===== config.mk =====
export PLATFORM = sky130hd
export DESIGN_NAME = asgs_isqrt
export DESIGN_NICKNAME = d
export VERILOG_FILES = /design/src/rtl/core/asgs_isqrt.sv
export SDC_FILE = /design/constraint.sdc
export NUM_CORES = 2
export LEC_CHECK = 0
export BUFFER_PORTS_ARGS = -buffer_cell sky130_fd_sc_hd__buf_4
export CAP_MARGIN = 0
export CORE_ASPECT_RATIO = 1.4
export CORE_UTILIZATION = 30
export DETAILED_ROUTE_END_ITERATION = 7
export PLACE_DENSITY = 0.55
export SYNTH_ARGS = -nofsm -noshare
export SYNTH_HDL_FRONTEND = slang
export SYNTH_SLANG_ARGS = --single-unit

===== constraint.sdc =====
create_clock -name i_clk -period 8.8 [get_ports i_clk]
set_input_delay 1.32 -clock i_clk [delete_from_list [all_inputs] [get_ports i_clk]]
set_output_delay 1.32 -clock i_clk [all_outputs]
set_load 0.03 [all_outputs]

===== src/rtl/core/asgs_isqrt.sv =====
// ----------------------------------------------------------------------------
// Pipelined integer square root
// Restoring square root, one root bit per register stage, with a sideband
// word that travels alongside.
// ----------------------------------------------------------------------------
module asgs_isqrt #(
    parameter int RW  = 24,
    parameter int SBW = 1
) (
    input  logic            i_clk,
    input  logic            i_rst_n,
    input  logic            i_valid,
    input  logic [2*RW-1:0] i_radicand,
    input  logic [SBW-1:0]  i_side,
    output logic            o_valid,
    output logic [RW-1:0]   o_root,
    output logic [SBW-1:0]  o_side
);

    logic [2*RW-1:0] r_rem  [RW];
    logic [RW-1:0]   r_root [RW];
    logic [SBW-1:0]  r_side [RW];
    logic            r_vld  [RW];

    for (genvar k = 0; k < RW; k++) begin : g_step
        localparam int B = RW - 1 - k;
        logic [2*RW-1:0] rem_in;
        logic [2*RW-1:0] trial;
        logic [RW-1:0]   root_in;
        logic [SBW-1:0]  side_in;
        logic            vld_in;

        if (k == 0) begin : g_first
            assign rem_in  = i_radicand;
            assign root_in = '0;
            assign side_in = i_side;
            assign vld_in  = i_valid;
        end else begin : g_next
            assign rem_in  = r_rem[k-1];
            assign root_in = r_root[k-1];
            assign side_in = r_side[k-1];
            assign vld_in  = r_vld[k-1];
        end

        // The root only has bits above B set, so these two terms never overlap.
        assign trial = ((2*RW)'(root_in) << (B + 1)) | ((2*RW)'(1) << (2 * B));

        always_ff @(posedge i_clk) begin
            if (!i_rst_n) begin
                r_vld[k] <= 1'b0;
            end else begin
                r_vld[k] <= vld_in;
            end
        end

        always_ff @(posedge i_clk) begin
            r_side[k] <= side_in;
            if (rem_in >= trial) begin
                r_rem[k]  <= rem_in - trial;
                r_root[k] <= root_in | (RW'(1) << B);
            end else begin
                r_rem[k]  <= rem_in;
                r_root[k] <= root_in;
            end
        end
    end

    assign o_valid = r_vld[RW-1];
    assign o_root  = r_root[RW-1];
    assign o_side  = r_side[RW-1];

endmodule


==> flow_metrics.tcl <==
set metrics [dict create \
    status "completed" \
    totalWireLength_mm 126 \
    floorplan.initialDensity 0.303 \
    remaining_drc_errors 0 \
    drt-vias-per-instance 4.68 \
    finalCriticalPeriod_ns 4.04 \
    cts_resized 0 \
    syn_nets 5752 \
    cts_setup_buffers 0 \
    detail-route-antenna-nets 0 \
    hold_violations 0 \
    place_congestion 0.906 \
    grt_pass1_wl_mm 200 \
    synth_edf_count 0 \
    cp_slowest_cell "or4b_2" \
    die_h_um 504 \
    rsz0062_at_grt "no" \
    total_power_mw 20.7 \
    row_count 183 \
    clkLatencyLatePin_ns 0.84 \
    die_w_um 361 \
    regToRegSetupSlack_ns 4.76 \
    ys_seq_area_frac 0.538 \
    cts_buffers 145 \
    hp-class "flip-flop to flip-flop" \
    area_growth_pct 15.5 \
    path_class "flip-flop to flip-flop" \
    grt_overflow 0 \
    path_max_fanout 10 \
    h-tree-depth 4 \
    clkTransAtPathRegs_ns 0.06 \
    cap_violations 0 \
    fin_nets 5900 \
    hpwl_mm 99.8 \
    tns_ns 0 \
    fin_skew_ns 0.0807 \
    yosys_most_used_dff "dfxtp_1" \
    slowest_delay_ns 0.69 \
    cts.sinks 1452 \
    grt_usage 0.138 \
    placed_cell_area_mm2 0.0573 \
    crit_path_start_kind "flip-flop" \
    startpoint "r_root[2][83]" \
    ys_types 77 \
    drive_above_1_share 0.0726 \
    cellLeakagePower_nw 27.8 \
    port-buffer-count 77 \
    hold_buffers 0 \
    endpoint_kind "flip-flop" \
    yosysWarningCount 0 \
    clk_path_buf_depth 3 \
    grt_max_degree 47 \
    coreArea_mm2 0.178 \
    ys_ff_latch 1452 \
    ir_worst_vdd_uv 236 \
    timing.fmax_mhz 248 \
    r2r_cells 11 \
    powerDensity_mw_per_mm2 331 \
    reg2reg_to "r_rem[2][233]" \
    crit_required_ns 9.52 \
    antennaDiodeCount 0 \
    critPathCapture "r_rem[2][233]" \
    antenna_found_initial 0 \
    worst-slew-pin-transition_ns 1.33 \
    via_count 37200 \
    post-route-period-util 0.459 \
    crit_arrival_ns 4.76 \
    r2r-start "r_root[2][83]" \
    path_cells "inv_1, ha_1, nand4b_1, or4b_2, o31a_1, a311oi_1, nor2_1, inv_1, nand4b_1, nor4_1, xor2_1" \
    drv_slew 0 \
    cts_tree "done" \
    async_flop_share 0 \
    synth_area_per_cell_um2 10.0 \
    netlist_area_mm2 0.0540 \
    die_area_mm2 0.182 \
    drt_iter0_markers 1593 \
    grt_pass1_vias 39500 \
    cts-root-buf "clkbuf_16" \
    syn-instance-count 5378 \
    io_pins 78 \
    relSlewSlack 0.100 \
    dr.pass1.iters 5 \
    wire_per_inst_um 15.9 \
    fillers 17900 \
    setup_viol 0 \
    final_area_mm2 0.0624 \
]
## worst min path at each step
stage / startpoint / endpoint / slack (ns) / cells after the start
floorplan: r_side[0][0] / r_side[0][1] / 0.31 / 0
global placement: r_side[2][6] / r_side[2][7] / 0.31 / 0
detailed placement: r_side[2][2] / r_side[2][3] / 0.31 / 0
CTS: r_side[1][6] / r_side[1][7] / 0.28 / 0
global route: r_side[1][6] / r_side[1][7] / 0.29 / 0
finish: r_side[1][6] / r_side[1][7] / 0.28 / 0
## power by group
group	total, mW	internal (mW)	leakage (nW)	switching [mW]
sequential	9.17	8.08	12.2	1.09
combinational	5.16	2.30	13.2	2.86
clock	6.36	3.64	2.44	2.72
## cell type report
class	instances	area, µm²	share of cell area
flip-flops and latches	1452	29100	0.466
inverters	405	1520	0.0244
well taps	2312	2890	0.0464
clock buffers	185	3990	0.0639
multi-input cells	3421	23100	0.370
clock inverters	70	1100	0.0176
repair buffers	101	758	0.0122
## routing by layer
| layer | wire (µm) | part of all wire | track usage | up-vias |
|---|---|---|---|---|
| met5 | 0 | 0 | 0 | - |
| met4 | 7400 | 0.059 | 0.0836 | 0 |
| met3 | 3290 | 0.026 | 0.0224 | 311 |
| met2 | 76000 | 0.60 | 0.305 | 565 |
| met1 | 39300 | 0.31 | 0.105 | 17400 |
| li1 | - | - | - | 19000 |
## cells in the mapped netlist (14+ instances only)
library cell | instances | area, µm²
and3_1 | 20 | 125
nand3_1 | 95 | 475
clkbuf_1 | 81 | 304
nand2b_1 | 63 | 394
nor4b_1 | 30 | 263
a21o_1 | 110 | 826
nor4_1 | 198 | 1240
a31oi_1 | 25 | 156
or4_1 | 48 | 360
o211ai_1 | 23 | 173
inv_1 | 403 | 1510
xor2_1 | 220 | 1930
nand4b_1 | 15 | 131
xnor2_1 | 248 | 2170
o21bai_1 | 23 | 173
o21a_1 | 67 | 503
or3_1 | 69 | 432
ha_1 | 322 | 4030
nor3_1 | 137 | 686
a21oi_1 | 311 | 1560
or2_2 | 15 | 93.8
dfxtp_1 | 1452 | 29100
a211oi_1 | 32 | 240
and2_1 | 41 | 257
nand3b_1 | 14 | 105
nand4_1 | 86 | 538
nor2_1 | 330 | 1240
mux2_2 | 28 | 315
nor2b_1 | 36 | 225
nand2_1 | 348 | 1310
o31ai_1 | 34 | 255
o21ai_0 | 265 | 1330
## flip-flops by register name, summed over array words and instances (netlist names)
signal	flops
r_rem	1104
r_root	300
r_side	24
r_vld	24
## critical path: cells and delay by family, from the launching register on
kind	cells	cell delay, ns
AO/OA/AOI/OAI	2	0.95
XOR/XNOR	1	0.18
adder cells (fa/ha/maj)	1	0.43
buffers and inverters	2	0.33
flip-flops	1	0.32
AND/OR/NAND/NOR	5	1.76
## stage by stage
stage	hold WS (ns)	cells	util	worst slack [ns]
3_5_place_dp	0.312	7691	0.322	4.68
4_1_cts	0.282	7946	0.350	4.68
5_1_grt	0.292	7946	0.350	4.53
2_1_floorplan	0.310	5378	-	5.58
3_3_place_gp	0.310	7691	0.322	4.75
6_report	0.282	7946	0.350	4.76
## logic make-up after synthesis
group / Yosys count / synth area share
DFF: 1452 / 0.538
and+or+nand+nor: 1590 / 0.153
AOI/OAI and AO/OA: 1000 / 0.115
xor gates and xnor gates: 468 / 0.0759
muxes: 41 / 0.00825
buffers and inverters: 505 / 0.0354
adders and majority gates: 322 / 0.0746
## cell usage in the layout, fill, tap and decap left out, types with 63 or more instances in the layout
cell type and instances:
nor4_1 197, nor3_1 136, nand2_1 348, buf_4 101
nand4_1 86, or3_1 69, nand3_1 95, nand2b_1 63
o21a_1 67, xor2_1 220, dfxtp_1 1452, a21o_1 110
clkbuf_16 145, nor2_1 329, inv_1 403, xnor2_1 248
a21oi_1 311, ha_1 322, o21ai_0 265
(Power assumes the default switching activity.)
