[config.mk]
export PLATFORM = sky130hd
export DESIGN_NAME = asgs_cordic
export DESIGN_NICKNAME = d
export VERILOG_FILES = /design/src/rtl/core/asgs_pkg.sv /design/src/rtl/core/asgs_cordic.sv
export SDC_FILE = /design/constraint.sdc
export NUM_CORES = 2
export LEC_CHECK = 0
export ABC_CLOCK_PERIOD_IN_PS = 9160
export BUFFER_PORTS_ARGS = -buffer_cell sky130_fd_sc_hd__buf_2
export CAP_MARGIN = 40
export CORE_ASPECT_RATIO = 0.75
export CORE_UTILIZATION = 60
export DETAILED_ROUTE_END_ITERATION = 7
export HOLD_SLACK_MARGIN = 0.15
export PLACE_DENSITY = 0.88
export SKIP_LAST_GASP = 1
export SLEW_MARGIN = 20
export SYNTH_ARGS = -nofsm -noshare
export SYNTH_HDL_FRONTEND = slang
export SYNTH_SLANG_ARGS = --single-unit
[constraint.sdc]
create_clock -name i_clk -period 9.16 [get_ports i_clk]
set_clock_uncertainty 0.1 [all_clocks]
set_input_delay 0.916 -clock i_clk [delete_from_list [all_inputs] [get_ports i_clk]]
set_output_delay 0.916 -clock i_clk [all_outputs]
set_load 0.005 [all_outputs]
[src/rtl/core/asgs_pkg.sv]
// ----------------------------------------------------------------------------
// Annular sector gradient shader package
// Shared types, widths, register codes and the CORDIC arctangent table.
// ----------------------------------------------------------------------------
package asgs_pkg;

    localparam int PIXEL_W           = 12;
    localparam int CHAN_W            = 8;
    localparam int CHANNELS          = 4;
    localparam int RADIUS_W          = 16;
    localparam int ANGLE_W           = 15;
    localparam int ANG_W             = 16;
    localparam int COLOR_W           = 32;
    localparam int DIST_EXTRA        = 7;
    localparam int DIV_STEPS         = CHAN_W;
    localparam int ATAN_LEN          = 24;
    localparam int Z_W               = 28;
    localparam int ROUND_SHIFT       = 12;
    localparam int CORDIC_PRESCALE   = 8;

    localparam int DEF_COORD_BITS    = 12;
    localparam int DEF_FRAC_BITS     = 4;
    localparam int DEF_CORDIC_STAGES = 16;

    localparam int CFG_IDX_W         = 3;
    localparam int CFG_DATA_W        = 32;

    localparam logic [CFG_IDX_W-1:0] CFG_CENTER_X     = 3'd0;
    localparam logic [CFG_IDX_W-1:0] CFG_CENTER_Y     = 3'd1;
    localparam logic [CFG_IDX_W-1:0] CFG_INNER_RADIUS = 3'd2;
    localparam logic [CFG_IDX_W-1:0] CFG_OUTER_RADIUS = 3'd3;
    localparam logic [CFG_IDX_W-1:0] CFG_START_ANGLE  = 3'd4;
    localparam logic [CFG_IDX_W-1:0] CFG_END_ANGLE    = 3'd5;
    localparam logic [CFG_IDX_W-1:0] CFG_INNER_COLOR  = 3'd6;
    localparam logic [CFG_IDX_W-1:0] CFG_OUTER_COLOR  = 3'd7;

    localparam logic [RADIUS_W-1:0] OUTER_RADIUS_RST = 16'd16;
    localparam logic [ANGLE_W-1:0]  WRAP_ANGLE       = 15'd25723;

    localparam logic signed [Z_W-1:0] ANGLE_PI   = Z_W'(52707179);
    localparam logic [Z_W-1:0]        ROUND_HALF = Z_W'(2048);

    typedef struct packed {
        logic [PIXEL_W-1:0] pixel_x;
        logic [PIXEL_W-1:0] pixel_y;
    } t_pixel;

    typedef struct packed {
        logic              covered;
        logic [CHAN_W-1:0] red;
        logic [CHAN_W-1:0] green;
        logic [CHAN_W-1:0] blue;
        logic [CHAN_W-1:0] alpha;
    } t_result;

    // Arctangent of 2^-i in units of 2^-24 radian, rounded to nearest.
    function automatic logic [Z_W-1:0] atan_entry(input int unsigned idx);
        logic [Z_W-1:0] v;
        case (idx)
            0:       v = Z_W'(13176795);
            1:       v = Z_W'(7778716);
            2:       v = Z_W'(4110060);
            3:       v = Z_W'(2086331);
            4:       v = Z_W'(1047214);
            5:       v = Z_W'(524117);
            6:       v = Z_W'(262123);
            7:       v = Z_W'(131069);
            8:       v = Z_W'(65536);
            9:       v = Z_W'(32768);
            10:      v = Z_W'(16384);
            11:      v = Z_W'(8192);
            12:      v = Z_W'(4096);
            13:      v = Z_W'(2048);
            14:      v = Z_W'(1024);
            15:      v = Z_W'(512);
            16:      v = Z_W'(256);
            17:      v = Z_W'(128);
            18:      v = Z_W'(64);
            19:      v = Z_W'(32);
            20:      v = Z_W'(16);
            21:      v = Z_W'(8);
            22:      v = Z_W'(4);
            23:      v = Z_W'(2);
            default: v = '0;
        endcase
        return v;
    endfunction

endpackage

[src/rtl/core/asgs_cordic.sv]
// ----------------------------------------------------------------------------
// Pipelined CORDIC angle unit
// Vectoring CORDIC, one micro-rotation per stage, giving atan2 in radians
// with 12 fraction bits, wrapped into the positive range.
// ----------------------------------------------------------------------------
module asgs_cordic #(
    parameter int DXW    = 17,
    parameter int STAGES = 16,
    parameter int SBW    = 1
) (
    input  logic                    i_clk,
    input  logic                    i_rst_n,
    input  logic                    i_valid,
    input  logic signed [DXW-1:0]   i_dx,
    input  logic signed [DXW-1:0]   i_dy,
    input  logic [SBW-1:0]          i_side,
    output logic                    o_valid,
    output logic [asgs_pkg::ANG_W-1:0] o_angle,
    output logic [SBW-1:0]          o_side
);

    import asgs_pkg::*;

    localparam int CW = DXW + CORDIC_PRESCALE + 2;

    logic signed [CW-1:0]  r_x    [STAGES+1];
    logic signed [CW-1:0]  r_y    [STAGES+1];
    logic signed [Z_W-1:0] r_z    [STAGES+1];
    logic [SBW-1:0]        r_side [STAGES+1];
    logic                  r_vld  [STAGES+1];

    logic signed [CW-1:0] x0;
    logic signed [CW-1:0] y0;

    assign x0 = CW'(i_dx) <<< CORDIC_PRESCALE;
    assign y0 = CW'(i_dy) <<< CORDIC_PRESCALE;

    // A vector in the left half plane is first turned by half a turn.
    always_ff @(posedge i_clk) begin
        r_side[0] <= i_side;
        if (x0 < 0) begin
            r_x[0] <= -x0;
            r_y[0] <= -y0;
            r_z[0] <= (y0 >= 0) ? ANGLE_PI : -ANGLE_PI;
        end else begin
            r_x[0] <= x0;
            r_y[0] <= y0;
            r_z[0] <= '0;
        end
    end

    always_ff @(posedge i_clk) begin
        if (!i_rst_n) begin
            r_vld[0] <= 1'b0;
        end else begin
            r_vld[0] <= i_valid;
        end
    end

    for (genvar i = 0; i < STAGES; i++) begin : g_rot
        logic signed [CW-1:0]  xs;
        logic signed [CW-1:0]  ys;
        logic signed [Z_W-1:0] at;

        assign xs = r_x[i] >>> i;
        assign ys = r_y[i] >>> i;
        assign at = $signed(atan_entry(i));

        always_ff @(posedge i_clk) begin
            r_side[i+1] <= r_side[i];
            if (r_y[i] >= 0) begin
                r_x[i+1] <= r_x[i] + ys;
                r_y[i+1] <= r_y[i] - xs;
                r_z[i+1] <= r_z[i] + at;
            end else begin
                r_x[i+1] <= r_x[i] - ys;
                r_y[i+1] <= r_y[i] + xs;
                r_z[i+1] <= r_z[i] - at;
            end
        end

        always_ff @(posedge i_clk) begin
            if (!i_rst_n) begin
                r_vld[i+1] <= 1'b0;
            end else begin
                r_vld[i+1] <= r_vld[i];
            end
        end
    end

    logic signed [Z_W-1:0] z_fin;
    logic [Z_W-1:0]        z_mag;
    logic [Z_W-1:0]        z_q;
    logic [ANG_W-1:0]      n_angle;

    assign z_fin = r_z[STAGES];
    assign z_mag = (z_fin < 0) ? Z_W'(-z_fin) : Z_W'(z_fin);
    assign z_q   = (z_mag + ROUND_HALF) >> ROUND_SHIFT;

    // Rounding is to nearest with ties away from zero; a negative angle that
    // rounds to zero stays zero rather than wrapping.
    always_comb begin
        if ((z_fin < 0) && (z_q != '0)) begin
            n_angle = ANG_W'(WRAP_ANGLE) - ANG_W'(z_q);
        end else begin
            n_angle = ANG_W'(z_q);
        end
    end

    logic                r_ovld;
    logic [ANG_W-1:0]    r_angle;
    logic [SBW-1:0]      r_oside;

    always_ff @(posedge i_clk) begin
        r_angle <= n_angle;
        r_oside <= r_side[STAGES];
    end

    always_ff @(posedge i_clk) begin
        if (!i_rst_n) begin
            r_ovld <= 1'b0;
        end else begin
            r_ovld <= r_vld[STAGES];
        end
    end

    assign o_valid = r_ovld;
    assign o_angle = r_angle;
    assign o_side  = r_oside;

endmodule

==> metrics.txt <==
run status finished clean; CTS H-tree depth 3; row count 117; end-of-flow core utilization 65.6%; residual DRC count 0; Max Clk Rate just under 0.2 GHz; clock tree sinks approximately 1200; final worst path period need 5.10 ns; nets 10676; number of antenna violations at the first check in global routing 8; number of synthesized flops with an enable pin 0; ys flop type dfxtp_1; post-synth top area share 30.2%; Worst-Margin Slew 0.838 ns; Slew Viols, Final 0; global-route wire length before repair ~340000 µm; CP Data Required Time roughly 10 ns; Setup Buffers After CTS 0; io pins 56; vias in the first global route 65618; synthesized flop and latch total 1236; IO Port Bufs 55; largest net degree at the start of global routing 60; asr flop ratio synth 0%; Core ar. 0.136 mm²; Remaining Overflow, GRT 0; ranking of synthesized cells by area dfxtp_1 30%, ha_1 16%, xnor2_1 10%, a21oi_1 4.0%, xor2_1 3.9%; reg-to-reg startpoint r_y[8][26]; filler instances about 11000; routed vias/inst 6.10; First-pass DRT Iterations 7; cells along the critical path buf_4 > inv_1 > nor2_1 > xnor2_1 > ha_1 > o211a_1 > nor4_1 > o31ai_1 > a2111oi_0 > nor4_1 > o31ai_1 > o2111ai_1 > a21oi_1 > xnor2_1; DRT antenna net count 0; crit-path leading delay family compound AO/OA/AOI/OAI gates; Syn Inst Count 9395; worst-skew pair later-pin latency roughly 0.77 ns; root buffer cell clkbuf_16; DIE AREA 0.138 mm²; diode count 0; Period Utilization, post-route approximately 56%; synthesized area 0.0819 mm²; critical path startpoint category register; Slew HR 42.7%; PostCTS Resize Cnt 0; Fin Setup TNS 0 ns; Crit Path Class register to register; crit path max-delay cell type a2111oi_0; final WL approximately 210000 µm; WL/cell 18.4 µm; detailed placement HPWL between 150000 and 200000 µm; Crit path buffers/inverters 2; RSZ-0062 raised after global routing false; chip width 429 µm; cell accounting for the most synthesized area dfxtp_1; Crit path largest cell delay 0.78 ns; cts hold-fix bufs 3; GRT Total Usage 29.3%; CTS Buf Count 119; synth cell count leaders 1236 x dfxtp_1, 1040 x ha_1, 932 x xnor2_1; synth warn 0; die height 322 µm; count of final setup violators 0; top-count cell post-synth dfxtp_1; Clk pin slew, worst setup/hold paths 0.07 ns; CTS tree yes; worst endpoint data arrival time between 5 and 6 ns; sequential element share of the synthesized area 30.2%; Min-Delay Startpoint r_z[1][1]; CP endpoint kind register; library cells used by synthesis 103; Critical Path Source r_y[8][26]; Max FO, Critical Path 47; Min-Delay Path Class register to register; Via Count 69783; Starting DRT DRC Count between 6000 and 7000; maxcap violations 0; pre-CTS setup slack ~4.3 ns; P&R area growth vs syn 8.55%; worst setup margin 4.06 ns; Initial Utilization 60.5%; share of cells above drive strength 1 4.54%; Hold Fails Final Rpt 0; synthesized area per cell 8.72 µm²; routability cong. 0.949; clk buf depth 3
==> state kept, by name, summed over array words and instances (netlist names) <==
name	flops
o_valid	1
o_angle	16
o_side	1
r_side	17
r_z	451
r_y	376
r_x	357
r_vld	17
==> through the flow <==
step / instance area, µm² / hold WS [ns] / std cells
3_3_place_gp: 84500 / 0.210 / 11213
2_1_floorplan: 82200 / 0.210 / 9474
6_report: 89000 / 0.222 / 11446
5_1_grt: 89000 / 0.205 / 11446
3_5_place_dp: 84500 / 0.212 / 11214
4_1_cts: 88900 / 0.192 / 11439
==> kinds of logic (layout without fill, tap and decap cells) <==
group,Yosys count,in the layout,synth area share [%]
other cells,1,80,0.00458
compound gates,2479,2479,19.8
fa+ha+maj,1078,1078,16.8
buf+inv,553,740,2.55
flops,1236,1236,30.2
mux,39,39,0.489
simple gates,2711,2711,16.2
xor+xnor,1298,1298,13.9
==> cell type report <==
cell class,count,area (µm²),share of cell area [%]
multi-input cells,7685,55400,62.3
flip-flops and latches,1236,24700,27.8
clock buffers,148,3280,3.68
well taps,1785,2230,2.51
inverters,429,1610,1.81
clock inverters,74,1100,1.23
repair buffers,89,576,0.647
==> path summary, 6_finish.rpt <==
| check | endpoint | slack, ns | cells past startpoint |
|---|---|---|---|
| setup / recovery | r_y[9][25] | 4.06 | 14 |
| hold / removal | r_z[2][1] | 0.22 | 0 |
| setup reg to reg | r_y[9][25] | 4.06 | 14 |
| hold reg to reg | r_z[2][1] | 0.22 | 0 |
==> cells in the final DEF (no fill, tap or decap), types with 24 or more instances in the layout <==
| cell | n |
|---|---|
| a2111oi_0 | 28 |
| a211oi_1 | 79 |
| a21boi_0 | 39 |
| a21o_1 | 225 |
| a21oi_1 | 651 |
| a31o_2 | 38 |
| a31oi_1 | 56 |
| and2_1 | 60 |
| and3_1 | 70 |
| buf_2 | 55 |
| clkbuf_16 | 119 |
| conb_1 | 80 |
| dfxtp_1 | 1232 |
| fa_1 | 38 |
| ha_1 | 1040 |
| inv_1 | 425 |
| mux2i_1 | 31 |
| nand2_1 | 584 |
| nand2b_1 | 152 |
| nand3_1 | 198 |
| nand4_1 | 52 |
| nor2_1 | 764 |
| nor2b_1 | 114 |
| nor3_1 | 288 |
| nor4_1 | 66 |
| o2111ai_1 | 24 |
| o211ai_1 | 56 |
| o21a_1 | 137 |
| o21ai_0 | 558 |
| o21bai_1 | 100 |
| o31a_1 | 31 |
| o31ai_1 | 149 |
| o41ai_1 | 88 |
| or2_2 | 56 |
| or3_1 | 167 |
| or4_1 | 67 |
| xnor2_1 | 932 |
| xor2_1 | 365 |
==> metal layers <==
layer  vias up  GRT usage [%]  wire length [µm]
met4         2           6.63              4210
li1      34118              -                 -
met3       329           4.92             14900
met2      2261           47.5             94000
met5         -              0                13
met1     33073           40.7             98000
Power is not shown: default switching activity piles up to over one toggle a cycle in this logic, so the estimate is an artifact.
